`src/design/trrf_pkg.sv`:
```
// Package for the temporal rain-removal filter: sizes, widths and the
// control structs passed between the top level and the arithmetic unit.
// No dependencies.
package trrf_pkg;

    // History depth per sample position (power of two, the mean is a shift).
    localparam int HIST_DEPTH  = 8;
    localparam int HD_W        = $clog2(HIST_DEPTH);
    // Largest frame, in samples.
    localparam int MAX_SAMPLES = 16384;
    localparam int POS_W       = $clog2(MAX_SAMPLES);
    localparam int MEM_AW      = POS_W + HD_W;
    localparam int MEM_DEPTH   = MAX_SAMPLES * HIST_DEPTH;
    localparam int SAMP_W      = 8;
    localparam int CFG_W       = 15;
    localparam int FS_W        = $clog2(HIST_DEPTH + 1);
    // Sum of the history, and sum of absolute deviations.
    localparam int SUM_W       = $clog2(HIST_DEPTH * 255 + 1);
    // Weight (squared difference), weighted sum and weight sum.
    localparam int W_W         = 2 * SUM_W;
    localparam int NUM_W       = W_W + SAMP_W + HD_W;
    localparam int DEN_W       = W_W + HD_W;
    // Shared multiplier operands and product.
    localparam int MUL_A_W     = W_W;
    localparam int MUL_B_W     = SUM_W;
    localparam int MUL_P_W     = MUL_A_W + MUL_B_W;

    localparam logic [CFG_W-1:0] SPF_RESET = CFG_W'(MAX_SAMPLES);
    localparam logic [CFG_W-1:0] LEN_MAX   = CFG_W'(MAX_SAMPLES);

    // History values streamed from the top level into the arithmetic unit.
    typedef struct packed {
        logic              valid;
        logic [SAMP_W-1:0] value;
        logic [HD_W-1:0]   centre;
    } t_calc_in;

    // Result of the arithmetic unit, done is a one-cycle pulse.
    typedef struct packed {
        logic              done;
        logic [SAMP_W-1:0] result;
    } t_calc_out;

endpackage

```
`src/design/trrf_calc.sv`:
```
// Arithmetic unit of the rain-removal filter: collects the history of one
// position and works out the deviation-weighted average with one shared
// multiplier and a restoring divider. Depends on trrf_pkg.
module trrf_calc (
    input  logic                i_clk,
    input  logic                i_rst_n,
    input  trrf_pkg::t_calc_in  i_calc,
    output trrf_pkg::t_calc_out o_calc
);
    import trrf_pkg::*;

    localparam logic [2:0] P_LOAD = 3'd0;
    localparam logic [2:0] P_DEV  = 3'd1;
    localparam logic [2:0] P_SQ   = 3'd2;
    localparam logic [2:0] P_ACC  = 3'd3;
    localparam logic [2:0] P_DIV  = 3'd4;
    localparam logic [2:0] P_DONE = 3'd5;

    localparam logic [HD_W-1:0] CNT_LAST = HD_W'(HIST_DEPTH - 1);

    logic [2:0]         r_phase;
    logic [2:0]         n_phase;
    logic [HD_W-1:0]    r_cnt;
    logic [HD_W-1:0]    n_cnt;

    logic [SAMP_W-1:0]  r_h   [HIST_DEPTH];
    logic [SAMP_W-1:0]  r_dev [HIST_DEPTH];
    logic [SUM_W-1:0]   r_total;
    logic [SUM_W-1:0]   r_sdev;
    logic [SAMP_W-1:0]  r_cval;
    logic [W_W-1:0]     r_w;
    logic [NUM_W-1:0]   r_num;
    logic [DEN_W-1:0]   r_den;
    logic [NUM_W-1:0]   r_rem;
    logic [NUM_W-1:0]   r_dsh;
    logic [SAMP_W-1:0]  r_q;
    logic [SAMP_W-1:0]  r_res;

    logic [SAMP_W-1:0]  mean;
    logic [SAMP_W-1:0]  dev;
    logic [SUM_W-1:0]   dw;
    logic [MUL_A_W-1:0] mul_a;
    logic [MUL_B_W-1:0] mul_b;
    logic [MUL_P_W-1:0] mul_p;
    logic [NUM_W-1:0]   num_nx;
    logic [DEN_W-1:0]   den_nx;
    logic               rem_ge;
    logic               last;

    // Mean is a shift, the deviation of the value at the head of the line.
    assign mean = SAMP_W'(r_total >> HD_W);
    assign dev  = (r_h[0] >= mean) ? (r_h[0] - mean) : (mean - r_h[0]);
    assign dw   = r_sdev - SUM_W'(r_dev[0]);
    assign last = (r_cnt == CNT_LAST);

    // Shared multiplier: squares the difference, then scales the sample.
    always_comb begin
        if (r_phase == P_SQ) begin
            mul_a = MUL_A_W'(dw);
            mul_b = dw;
        end else begin
            mul_a = r_w;
            mul_b = MUL_B_W'(r_h[0]);
        end
        mul_p = MUL_P_W'(mul_a) * MUL_P_W'(mul_b);
    end

    assign num_nx = r_num + NUM_W'(mul_p);
    assign den_nx = r_den + DEN_W'(r_w);
    assign rem_ge = (r_rem >= r_dsh);

    // Phase sequencing.
    always_comb begin
        n_phase = r_phase;
        n_cnt   = r_cnt;
        unique case (r_phase)
            P_LOAD: begin
                if (i_calc.valid) begin
                    n_cnt = r_cnt + 1'b1;
                    if (last) begin
                        n_phase = P_DEV;
                    end
                end
            end
            P_DEV: begin
                n_cnt = r_cnt + 1'b1;
                if (last) begin
                    n_phase = P_SQ;
                end
            end
            P_SQ: begin
                if (r_sdev == '0) begin
                    n_phase = P_DONE;
                end else begin
                    n_phase = P_ACC;
                end
            end
            P_ACC: begin
                n_cnt   = r_cnt + 1'b1;
                n_phase = last ? P_DIV : P_SQ;
            end
            P_DIV: begin
                n_cnt = r_cnt + 1'b1;
                if (last) begin
                    n_phase = P_DONE;
                end
            end
            P_DONE: begin
                n_phase = P_LOAD;
                n_cnt   = '0;
            end
            default: begin
                n_phase = P_LOAD;
                n_cnt   = '0;
            end
        endcase
    end

    always_ff @(posedge i_clk) begin
        if (!i_rst_n) begin
            r_phase <= P_LOAD;
            r_cnt   <= '0;
        end else begin
            r_phase <= n_phase;
            r_cnt   <= n_cnt;
        end
    end

    // Datapath: shift lines for history and deviations, accumulators, divider.
    always_ff @(posedge i_clk) begin
        case (r_phase)
            P_LOAD: begin
                if (i_calc.valid) begin
                    for (int i = 0; i < HIST_DEPTH - 1; i++) begin
                        r_h[i] <= r_h[i+1];
                    end
                    r_h[HIST_DEPTH-1] <= i_calc.value;
                    r_total <= (r_cnt == '0) ? SUM_W'(i_calc.value)
                                             : r_total + SUM_W'(i_calc.value);
                    if (r_cnt == i_calc.centre) begin
                        r_cval <= i_calc.value;
                    end
                end
            end
            P_DEV: begin
                for (int i = 0; i < HIST_DEPTH - 1; i++) begin
                    r_h[i]   <= r_h[i+1];
                    r_dev[i] <= r_dev[i+1];
                end
                r_h[HIST_DEPTH-1]   <= r_h[0];
                r_dev[HIST_DEPTH-1] <= dev;
                r_sdev <= (r_cnt == '0) ? SUM_W'(dev) : r_sdev + SUM_W'(dev);
            end
            P_SQ: begin
                r_w   <= W_W'(mul_p);
                r_res <= r_cval;
            end
            P_ACC: begin
                for (int i = 0; i < HIST_DEPTH - 1; i++) begin
                    r_h[i]   <= r_h[i+1];
                    r_dev[i] <= r_dev[i+1];
                end
                r_h[HIST_DEPTH-1]   <= r_h[0];
                r_dev[HIST_DEPTH-1] <= r_dev[0];
                r_num <= (r_cnt == '0) ? NUM_W'(mul_p) : num_nx;
                r_den <= (r_cnt == '0) ? DEN_W'(r_w) : den_nx;
                if (last) begin
                    r_rem <= num_nx;
                    r_dsh <= NUM_W'(den_nx) << (SAMP_W - 1);
                end
            end
            P_DIV: begin
                // One quotient bit per cycle, most significant first.
                if (rem_ge) begin
                    r_rem <= r_rem - r_dsh;
                end
                r_dsh <= r_dsh >> 1;
                r_q   <= {r_q[SAMP_W-2:0], rem_ge};
                if (last) begin
                    r_res <= {r_q[SAMP_W-2:0], rem_ge};
                end
            end
            default: begin
            end
        endcase
    end

    assign o_calc.done   = (r_phase == P_DONE);
    assign o_calc.result = r_res;

endmodule

```
`config.mk`:
```
export PLATFORM = sky130hd
export DESIGN_NAME = trrf_calc
export DESIGN_NICKNAME = d
export VERILOG_FILES = /design/src/design/trrf_pkg.sv /design/src/design/trrf_calc.sv
export SDC_FILE = /design/constraint.sdc
export NUM_CORES = 1
export LEC_CHECK = 0
export BUFFER_PORTS_ARGS = -buffer_cell sky130_fd_sc_hd__buf_4
export CAP_MARGIN = 20
export CORE_UTILIZATION = 33
export DETAILED_ROUTE_END_ITERATION = 8
export GPL_TIMING_DRIVEN = 0
export PLACE_DENSITY = 0.49
export SETUP_SLACK_MARGIN = 0.3
export SLEW_MARGIN = 10
export SYNTH_ARGS = -nofsm -noshare
export SYNTH_HDL_FRONTEND = slang
export SYNTH_SLANG_ARGS = --single-unit
```
`constraint.sdc`:
```
create_clock -name i_clk -period 12.7 [get_ports i_clk]
set_clock_uncertainty 0.05 [all_clocks]
set_input_delay 1.27 -clock i_clk [delete_from_list [all_inputs] [get_ports i_clk]]
set_output_delay 1.27 -clock i_clk [all_outputs]
set_load 0.05 [all_outputs]
```
==> flow_metrics.env, run 1 <==
export IMPL_start_kind="register"
export IMPL_fin_cells=3685
export IMPL_crit_start="r_sdev[0]$_DFFE_PP_"
export IMPL_grt_antenna_before_repair=2
export IMPL_ys_ff_latch=324
export IMPL_holdBufCountCts=0
export IMPL_firstDrtPassIters=5
export IMPL_p_switching_mw=2.482
export IMPL_met2_length_mm=32.03
export IMPL_finalCriticalPeriod_ps=10740
export IMPL_slew_violations=0
export IMPL_vias_per_cell=5.072
export IMPL_syn_inst=2524
export IMPL_row_count=101
export IMPL_dp_cells=3614
export IMPL_hpwlAfterDp_mm=55.28
export IMPL_final_setup_tns_ps=0
export IMPL_synth_area_mm2=0.02543
export IMPL_cts_setup_buffers=0
export IMPL_cts_sinks=324
export IMPL_status="complete, no violations"
export IMPL_critPathMaxStageDelay_ps=560
export IMPL_power_density_mw_per_mm2=207.4
export IMPL_portBuffers=22
export IMPL_avgSynthCellArea_um2=10.07
export IMPL_pwr_share_seq=0.238
export IMPL_numCtsBuffers=40
export IMPL_rsz0062_at_grt="no"
export IMPL_met3_length_mm=3.946
export IMPL_async_flop_share=0
export IMPL_ys_seq_area_frac=0.3803
export IMPL_synth_edf_count=318
export IMPL_p_comb_frac=0.566
export IMPL_synth_warning_count=0
export IMPL_grt_pass1_wl_mm=107.4
export IMPL_period_share=0.8453
export IMPL_hold_class="reg -> reg"
export IMPL_insertion_delay_ps=570
export IMPL_p_leak_nw=12.21
export IMPL_hold_start="r_h[0][45]$_DFFE_PP_"
export IMPL_post_cts_resized=0
export IMPL_grt_pass1_vias=18500
export IMPL_synth_top_area_share=0.3756
export IMPL_final_cell_area_mm2=0.02849
export IMPL_crit_arrival_ps=10980
export IMPL_cts_htree_levels=2
export IMPL_num_io_pins=23
export IMPL_top_layer="met5"
export IMPL_drtAntennaViolNets=0
export IMPL_maxCapViolations=0
export IMPL_crit_required_ps=12940
export IMPL_fin_nets=3029
export IMPL_n_fill_cell=7703
export IMPL_gp_congestion=0.8649
export IMPL_cts_tree="built"
export IMPL_clkPwrFrac=0.196
export IMPL_die_y_um=279.6
export IMPL_critical_path_max_fanout=10
export IMPL_timing_fmax_mhz=93.15
export IMPL_critical_path_class="reg -> reg"
export IMPL_area_growth_pct=12.05
export IMPL_multi_input_area_mm2=0.01447
export IMPL_regArea_mm2=0.009669
export IMPL_reg2reg_depth=39
export IMPL_tightest_slew_ps=1176
export IMPL_fin_hold_ws_ps=362.1
export IMPL_fp_coreArea_mm2=0.07608
export IMPL_vias=18690
export IMPL_detail_route_wl_per_cell_um=18.89
export IMPL_critical_path_top_cell_by_count="fa_1"
export IMPL_die_w_um=279.6
export IMPL_clock_root_buffer="clkbuf_16"
export IMPL_antennaDiodeCount=0
export IMPL_dieArea_mm2=0.07817
export IMPL_finalHoldViolCount=0
export IMPL_first_iter_violations=1254
export IMPL_ys_flop_type="edfxtp_1"
export IMPL_final_layout_size_suffix_gt1_frac=0.05537
export IMPL_gr_total_overflow=0
export IMPL_yosys_area_top_type="edfxtp_1"
export IMPL_cp_slowest_cell="fa_1"
export IMPL_start_util=0.3342
export IMPL_synthDistinctLibCells=86
export IMPL_relSlewSlack=0.2162
export IMPL_setup_viol=0
export IMPL_drc=0
export IMPL_finalWirelength_mm=69.59
export IMPL_clk_pin_slew_ps=60
export IMPL_crit_path_end_kind="register"
export IMPL_ys_top_cells_by_area="edfxtp_1 (38%), fa_1 (15%), ha_1 (9.9%)"
export IMPL_cts_path_max_buffers=3
export IMPL_dpl_instance_area_mm2=0.02717
export IMPL_switching_share=0.4200
export IMPL_hold_path_cell_count=0
export IMPL_reg2reg_from="r_sdev[0]$_DFFE_PP_"
export IMPL_peakVddDrop_mv=0.1819
export IMPL_wl_met1_mm=31.82
export IMPL_grt_max_degree=45
export IMPL_p_int_mw=3.428
export IMPL_grtUsageTotal=0.1793
synthesized netlist by cell type (12+ instances only):
master and number:
edfxtp_1 318, xor2_1 52, o21ai_0 150, nand2_1 366, nor2_1 173, clkbuf_1 68, fa_1 187, nand3_1 46
a211oi_1 14, a21oi_1 165, nand2b_1 14, nor2b_1 19, nor3_1 16, and2_1 19, inv_1 282, o21bai_1 24
o31ai_1 12, a21o_1 66, nand4_1 18, o21a_1 20, and3_1 48, xnor2_1 82, ha_1 201
layout make-up:
class | instances | share of cell area
buffer | 86 | 0.01313
clock buffer | 48 | 0.03619
tap | 1030 | 0.04523
sequential | 324 | 0.3394
clock inverter | 22 | 0.009617
inverter | 282 | 0.03715
multi-input combinational | 1863 | 0.5080
timing repair buffer | 30 | 0.01129
registers in the layout (all words and copies together), names as in the netlist:
register	count
r_phase	3
r_num	33
r_sdev	11
r_dev	64
r_den	25
r_q	7
r_rem	33
r_dsh	32
r_res	8
r_cval	8
r_total	11
r_h	64
r_cnt	3
r_w	22
routing by layer:
metal | global-route usage | vias to the layer above
met4 | 0.05058 | 2
li1 | - | 8836
met5 | 0 | -
met1 | 0.2495 | 9285
met3 | 0.03044 | 91
met2 | 0.2863 | 476
cells in the final DEF, fill, tap and decap left out, types with 20 or more instances in the layout:
cell type  instances
ha_1             201
a21o_1            66
xnor2_1           82
o21a_1            20
o21ai_0          150
and3_1            48
nand3_1           46
fa_1             187
clkbuf_1          75
xor2_1            52
nor2_1           171
a21oi_1          164
inv_1            282
buf_4             24
clkbuf_16         40
conb_1            33
edfxtp_1         318
nand2_1          366
o21bai_1          24
metrics by stage:
stage          setup WS (ps)  power (mW)  utilization
2_1_floorplan           3579       3.944            -
3_3_place_gp            1177       4.729       0.3549
3_5_place_dp            2062       4.763       0.3572
4_1_cts                 2015       5.965       0.3744
5_1_grt                 1310       6.387       0.3745
6_report                1964       5.910       0.3745
critical path: cells and delay by family, from the launching register on:
kind	cells	cell delay (ps)
flops	1	430
xor+xnor	3	670
fa+ha+maj	9	3740
compound gates	16	3260
buf+inv	4	930
simple gates	7	1380
power by group through the flow:
stage / clock network [mW] / logic, mW / registers (mW)
2_1_floorplan: 0 / 2.52 / 1.42
6_report: 1.16 / 3.35 / 1.41
4_1_cts: 1.19 / 3.37 / 1.41
3_5_place_dp: 0 / 3.33 / 1.43
3_3_place_gp: 0 / 3.30 / 1.43
5_1_grt: 1.23 / 3.75 / 1.41
cell families after synthesis:
group | Yosys count | synth area share
compound gates | 534 | 0.1317
xor+xnor | 135 | 0.04680
fa+ha+maj | 388 | 0.2461
buf+inv | 368 | 0.05629
flops | 324 | 0.3803
mux | 21 | 0.008759
other cells | 2 | 0.0002954
simple gates | 752 | 0.1298
path summary, 6_finish.rpt:
check / slack [ps] / to
hold / removal: 360 / r_h[0][37]$_DFFE_PP_
hold reg to reg: 360 / r_h[0][37]$_DFFE_PP_
setup / recovery: 1960 / r_num[31]$_DFFE_PP_
setup reg to reg: 1960 / r_num[31]$_DFFE_PP_
(Power assumes the default switching activity.)
==> inputs of run 2 (changes only) <==
PLACE_DENSITY = 0.51   (was 0.49)
clock period = 9.3 ns   (was 12.7 ns; I/O delays follow)
==> flow_metrics.env, run 2 (synthesized netlist as in run 1, its figures left out) <==
export IMPL_critPathMaxStageDelay_ps=540
export IMPL_die_w_um=279.6
export IMPL_drtAntennaViolNets=0
export IMPL_cp_slowest_cell="fa_1"
export IMPL_post_place_ws_ps=-1415
export IMPL_first_iter_violations=1134
export IMPL_grt_pass1_wl_mm=108.9
export IMPL_cts_tree="built"
export IMPL_num_io_pins=23
export IMPL_peakVddDrop_mv=0.4271
export IMPL_grt_max_degree=39
export IMPL_status="complete, but fails checks"
export IMPL_grt_pass1_vias=18840
export IMPL_critical_path_max_fanout=3
export IMPL_portBuffers=22
export IMPL_firstDrtPassIters=5
export IMPL_area_growth_pct=18.73
export IMPL_worst_slack_ps=-47.05
export IMPL_maxCapViolations=0
export IMPL_power_density_mw_per_mm2=329.9
export IMPL_row_count=101
export IMPL_fp_coreArea_mm2=0.07608
export IMPL_clkPwrFrac=0.152
export IMPL_gp_congestion=0.8843
export IMPL_regArea_mm2=0.009669
export IMPL_multi_input_area_mm2=0.01554
export IMPL_reg_top3="r_dev: 64 flops, r_h: 64 flops"
export IMPL_fin_hold_ws_ps=332.2
export IMPL_violations="negative setup slack"
export IMPL_p_int_mw=5.805
export IMPL_crit_required_ps=9540
export IMPL_dieArea_mm2=0.07817
export IMPL_die_y_um=279.6
export IMPL_relSlewSlack=0.2381
export IMPL_slew_violations=0
export IMPL_numCtsBuffers=38
export IMPL_r2r_slack_ps=-50
export IMPL_start_util=0.3342
export IMPL_drc=0
export IMPL_clock_root_buffer="clkbuf_16"
export IMPL_start_kind="register"
export IMPL_pwr_share_seq=0.193
export IMPL_p_leak_nw=12.90
export IMPL_cts_path_max_buffers=3
export IMPL_finalWirelength_mm=70.98
export IMPL_timing_fmax_mhz=107.0
export IMPL_clk_pin_slew_ps=70
export IMPL_cts_htree_levels=2
export IMPL_hold_class="reg -> reg"
export IMPL_critical_path_top_cell_by_count="fa_1"
export IMPL_cts_sinks=324
export IMPL_p_comb_frac=0.655
export IMPL_period_share=1.005
export IMPL_switching_share=0.4171
export IMPL_vias=19150
export IMPL_detail_route_wl_per_cell_um=18.86
export IMPL_fin_nets=3105
export IMPL_crit_arrival_ps=9580
export IMPL_finalHoldViolCount=0
export IMPL_finalPower_mw=9.959
export IMPL_gr_total_overflow=0
export IMPL_final_layout_size_suffix_gt1_frac=0.1387
export IMPL_final_common_cell="nand2_1"
export IMPL_critical_path_class="reg -> reg"
export IMPL_vias_per_cell=5.088
export IMPL_hpwlAfterDp_mm=54.55
export IMPL_grt_antenna_before_repair=4
export IMPL_final_cell_mix="nand2_1 (352), edfxtp_1 (318), inv_1 (274), fa_1 (186), ha_1 (181)"
export IMPL_insertion_delay_ps=570
export IMPL_n_fill_cell=7580
export IMPL_setup_viol=1
export IMPL_crit_path_end_kind="register"
export IMPL_grtUsageTotal=0.1813
export IMPL_p_switching_mw=4.154
export IMPL_finalCriticalPeriod_ps=9347
export IMPL_utilization=0.3968
export IMPL_rsz0062_at_grt="yes"
export IMPL_tightest_slew_ps=1143
-- run 2: cell count changes in the layout (fill, tap and decap cells not counted), sizes merged --
| cell | change |
|---|---|
| diode | +2 |
| buf | +80 |
| clkinvlp | +2 |
| clkinv | +4 |
| bufinv | -2 |
| clkbuf | -7 |
-- run 2: routing by layer --
metal,share of wire,vias to the layer above,track usage
li1,-,8992,-
met1,0.45,9564,0.2514
met2,0.46,486,0.2860
met3,0.056,106,0.03486
met4,0.027,2,0.05380
met5,0.00025,-,0
-- run 2: final cells by class --
type                    count  share of cell area
diodes                      2           0.0001658
repair buffers            108             0.03079
clock inverters            26            0.008455
flip-flops and latches    324              0.3203
plain buffers              86             0.01463
well taps                1030             0.04269
inverters                 282             0.03531
multi-input cells        1863              0.5149
clock buffers              43             0.03282
-- run 2: stage by stage --
| stage | instance area [µm²] | cells | setup TNS, ps |
|---|---|---|---|
| floorplan | 25550 | 2555 | 0 |
| global placement | 27000 | 3607 | -130390 |
| detailed placement | 27160 | 3614 | -30420 |
| CTS | 29600 | 3736 | 0 |
| global route | 30190 | 3762 | -3090 |
| finish | 30190 | 3764 | -47.05 |
-- run 2: power groups by stage --
| stage | Clock [mW] | Sequential (mW) | Combinational, mW |
|---|---|---|---|
| finish | 1.51 | 1.92 | 6.53 |
| CTS | 1.56 | 1.92 | 5.81 |
| global route | 1.60 | 1.92 | 7.11 |
| detailed placement | 0 | 1.95 | 4.56 |
| global placement | 0 | 1.95 | 4.49 |
| floorplan | 0 | 1.94 | 3.44 |
-- run 2: worst max-delay path: cells and delay by family, from the launching register on --
family / cells / cell delay, ps
adder cells (fa/ha/maj): 9 / 3460
AO/OA/AOI/OAI: 18 / 2850
AND/OR/NAND/NOR: 6 / 1310
XOR/XNOR: 3 / 660
flip-flops: 1 / 400
buffers and inverters: 4 / 330
-- run 2: path summary, 6_finish.rpt --
kind / from / end / depth (start not counted)
max reg2reg: r_sdev[0]$_DFFE_PP_ / r_rem[32]$_DFFE_PP_ / 40
min reg2reg: r_dev[0][23]$_DFFE_PP_ / r_dev[0][15]$_DFFE_PP_ / 0
max: r_sdev[0]$_DFFE_PP_ / r_rem[32]$_DFFE_PP_ / 40
min: r_dev[0][23]$_DFFE_PP_ / r_dev[0][15]$_DFFE_PP_ / 0
-- run 2: what timing repair did --
item / 4_1_cts / 5_1_grt
gates resized for setup: 183 / 73
setup endpoints to repair: 40 / 33
hold buffers: 0 / 0
setup buffers: 53 / 24
pin swaps: 66 / 45
==> inputs of run 3 (changes only) <==
CORE_MARGIN = 1.5   (was not set)
SKIP_CTS_REPAIR_TIMING = 1   (was not set)
==> flow_metrics.env, run 3 (synthesized netlist as in run 1, its figures left out) <==
export IMPL_grt_pass1_vias=18470
export IMPL_gr_usage_met2=0.2765
export IMPL_numCtsBuffers=39
export IMPL_peakVddDrop_mv=0.3218
export IMPL_status="complete, but fails checks"
export IMPL_cts_sinks=324
export IMPL_fin_cells=3739
export IMPL_timing_fmax_mhz=105.3
export IMPL_hold_class="reg -> reg"
export IMPL_power_density_mw_per_mm2=311.9
export IMPL_cts_tree="built"
export IMPL_grt_max_degree=37
export IMPL_tightest_slew_ps=1044
export IMPL_firstDrtPassIters=5
export IMPL_dpl_instance_area_mm2=0.02717
export IMPL_cts_htree_levels=2
export IMPL_r2r_slack_ps=-200
export IMPL_drtAntennaViolNets=0
export IMPL_fp_coreArea_mm2=0.07608
export IMPL_finalWirelength_mm=69.93
export IMPL_finalPower_mw=9.283
export IMPL_first_iter_violations=1235
export IMPL_drc=0
export IMPL_hold_path_cell_count=0
export IMPL_critPathMaxStageDelay_ps=630
export IMPL_p_comb_frac=0.629
export IMPL_maxCapViolations=0
export IMPL_use_met3=0.02731
export IMPL_pwr_share_seq=0.207
export IMPL_portBuffers=22
export IMPL_start_kind="register"
export IMPL_clock_root_buffer="clkbuf_16"
export IMPL_crit_required_ps=9540
export IMPL_cts_path_max_buffers=3
export IMPL_final_common_cell="nand2_1"
export IMPL_post_place_ws_ps=-1325
export IMPL_fin_nets=3081
export IMPL_final_cell_area_mm2=0.02976
export IMPL_clkPwrFrac=0.164
export IMPL_critical_path_max_fanout=6
export IMPL_p_leak_nw=12.69
export IMPL_slew_violations=0
export IMPL_crit_arrival_ps=9740
export IMPL_row_count=101
export IMPL_switching_share=0.4197
export IMPL_relSlewSlack=0.3041
export IMPL_reg2reg_from="r_sdev[0]$_DFFE_PP_"
export IMPL_hpwlAfterDp_mm=54.67
export IMPL_vias=18920
export IMPL_detail_route_wl_per_cell_um=18.70
export IMPL_globalRoute_busiestLayer="met2"
export IMPL_die_w_um=280.6
export IMPL_violations="negative setup slack"
export IMPL_final_layout_size_suffix_gt1_frac=0.1192
export IMPL_crit_path_end_kind="register"
export IMPL_finalHoldViolCount=0
export IMPL_reg2reg_depth=37
export IMPL_utilization=0.3912
export IMPL_area_growth_pct=17.04
export IMPL_grt_use_met1=0.2487
export IMPL_dp_cells=3614
export IMPL_setup_viol=13
export IMPL_final_setup_tns_ps=-1991
export IMPL_fin_hold_ws_ps=361.5
export IMPL_hold_start="r_dev[0][61]$_DFFE_PP_"
export IMPL_reg2reg_to="r_num[24]$_DFFE_PP_"
export IMPL_insertion_delay_ps=560
export IMPL_reg_top3="r_dev: 64 flops, r_h: 64 flops"
export IMPL_p_int_mw=5.387
export IMPL_rsz0062_at_grt="yes"
export IMPL_vias_per_cell=5.059
export IMPL_clk_pin_slew_ps=60
export IMPL_antennaDiodeCount=0
export IMPL_gp_congestion=0.8812
export IMPL_finalCriticalPeriod_ps=9498
export IMPL_critical_path_class="reg -> reg"
export IMPL_start_util=0.3342
export IMPL_cp_slowest_cell="or4b_2"
export IMPL_p_switching_mw=3.896
export IMPL_dieArea_mm2=0.07873
export IMPL_worst_slack_ps=-197.6
export IMPL_gr_total_overflow=0
export IMPL_die_y_um=280.6
export IMPL_period_share=1.021
export IMPL_grtUsageTotal=0.1760
export IMPL_whs_endpoint="r_dev[0][53]$_DFFE_PP_"
export IMPL_final_cell_mix="nand2_1 (355), edfxtp_1 (318), inv_1 (277), fa_1 (186), ha_1 (184)"
export IMPL_grt_pass1_wl_mm=106.2
export IMPL_num_io_pins=23
export IMPL_critical_path_top_cell_by_count="fa_1"
export IMPL_grt_antenna_before_repair=4
-- run 3: how the worst max path moves through the flow --
stage / from / to / slack (ps)
floorplan: r_sdev[1]$_DFFE_PP_ / r_rem[32]$_DFFE_PP_ / 310
finish: r_sdev[0]$_DFFE_PP_ / r_num[24]$_DFFE_PP_ / -200
CTS: r_sdev[0]$_DFFE_PP_ / r_num[31]$_DFFE_PP_ / -1390
global route: r_sdev[0]$_DFFE_PP_ / r_num[24]$_DFFE_PP_ / -530
detailed placement: r_sdev[0]$_DFFE_PP_ / r_num[31]$_DFFE_PP_ / -1330
global placement: r_phase[0]$_SDFFE_PN0P_ / r_rem[6]$_DFFE_PP_ / -2080
-- run 3: per-layer routing --
layer	vias to the layer above	wire, µm
li1	8950	-
met1	9364	31860
met2	509	32340
met3	92	3827
met4	0	1907
met5	-	0
-- run 3: layout make-up --
cell class | instances | area, µm²
buffer | 86 | 412.9
clock buffer | 46 | 1045
clock inverter | 25 | 220.2
fill | 7646 | 46320
inverter | 282 | 1066
multi-input combinational | 1863 | 15330
sequential | 324 | 9669
tap | 1030 | 1289
timing repair buffer | 83 | 730.7
-- run 3: power by group through the flow --
stage               Sequential, mW  Combinational (mW)  Clock, mW
floorplan                     1.94                3.44          0
global placement              1.95                4.49          0
detailed placement            1.95                4.56          0
CTS                           1.92                4.60       1.57
global route                  1.92                6.41       1.61
finish                        1.92                5.84       1.52
-- run 3: critical path, delay by kind of cell, from the launching register on --
family                     cells  cell delay (ps)
AOI/OAI and AO/OA             14             2680
and+or+nand+nor                6             1340
xor gates and xnor gates       3              610
buffers and inverters          5              540
DFF                            1              440
adders and majority gates      9             3570
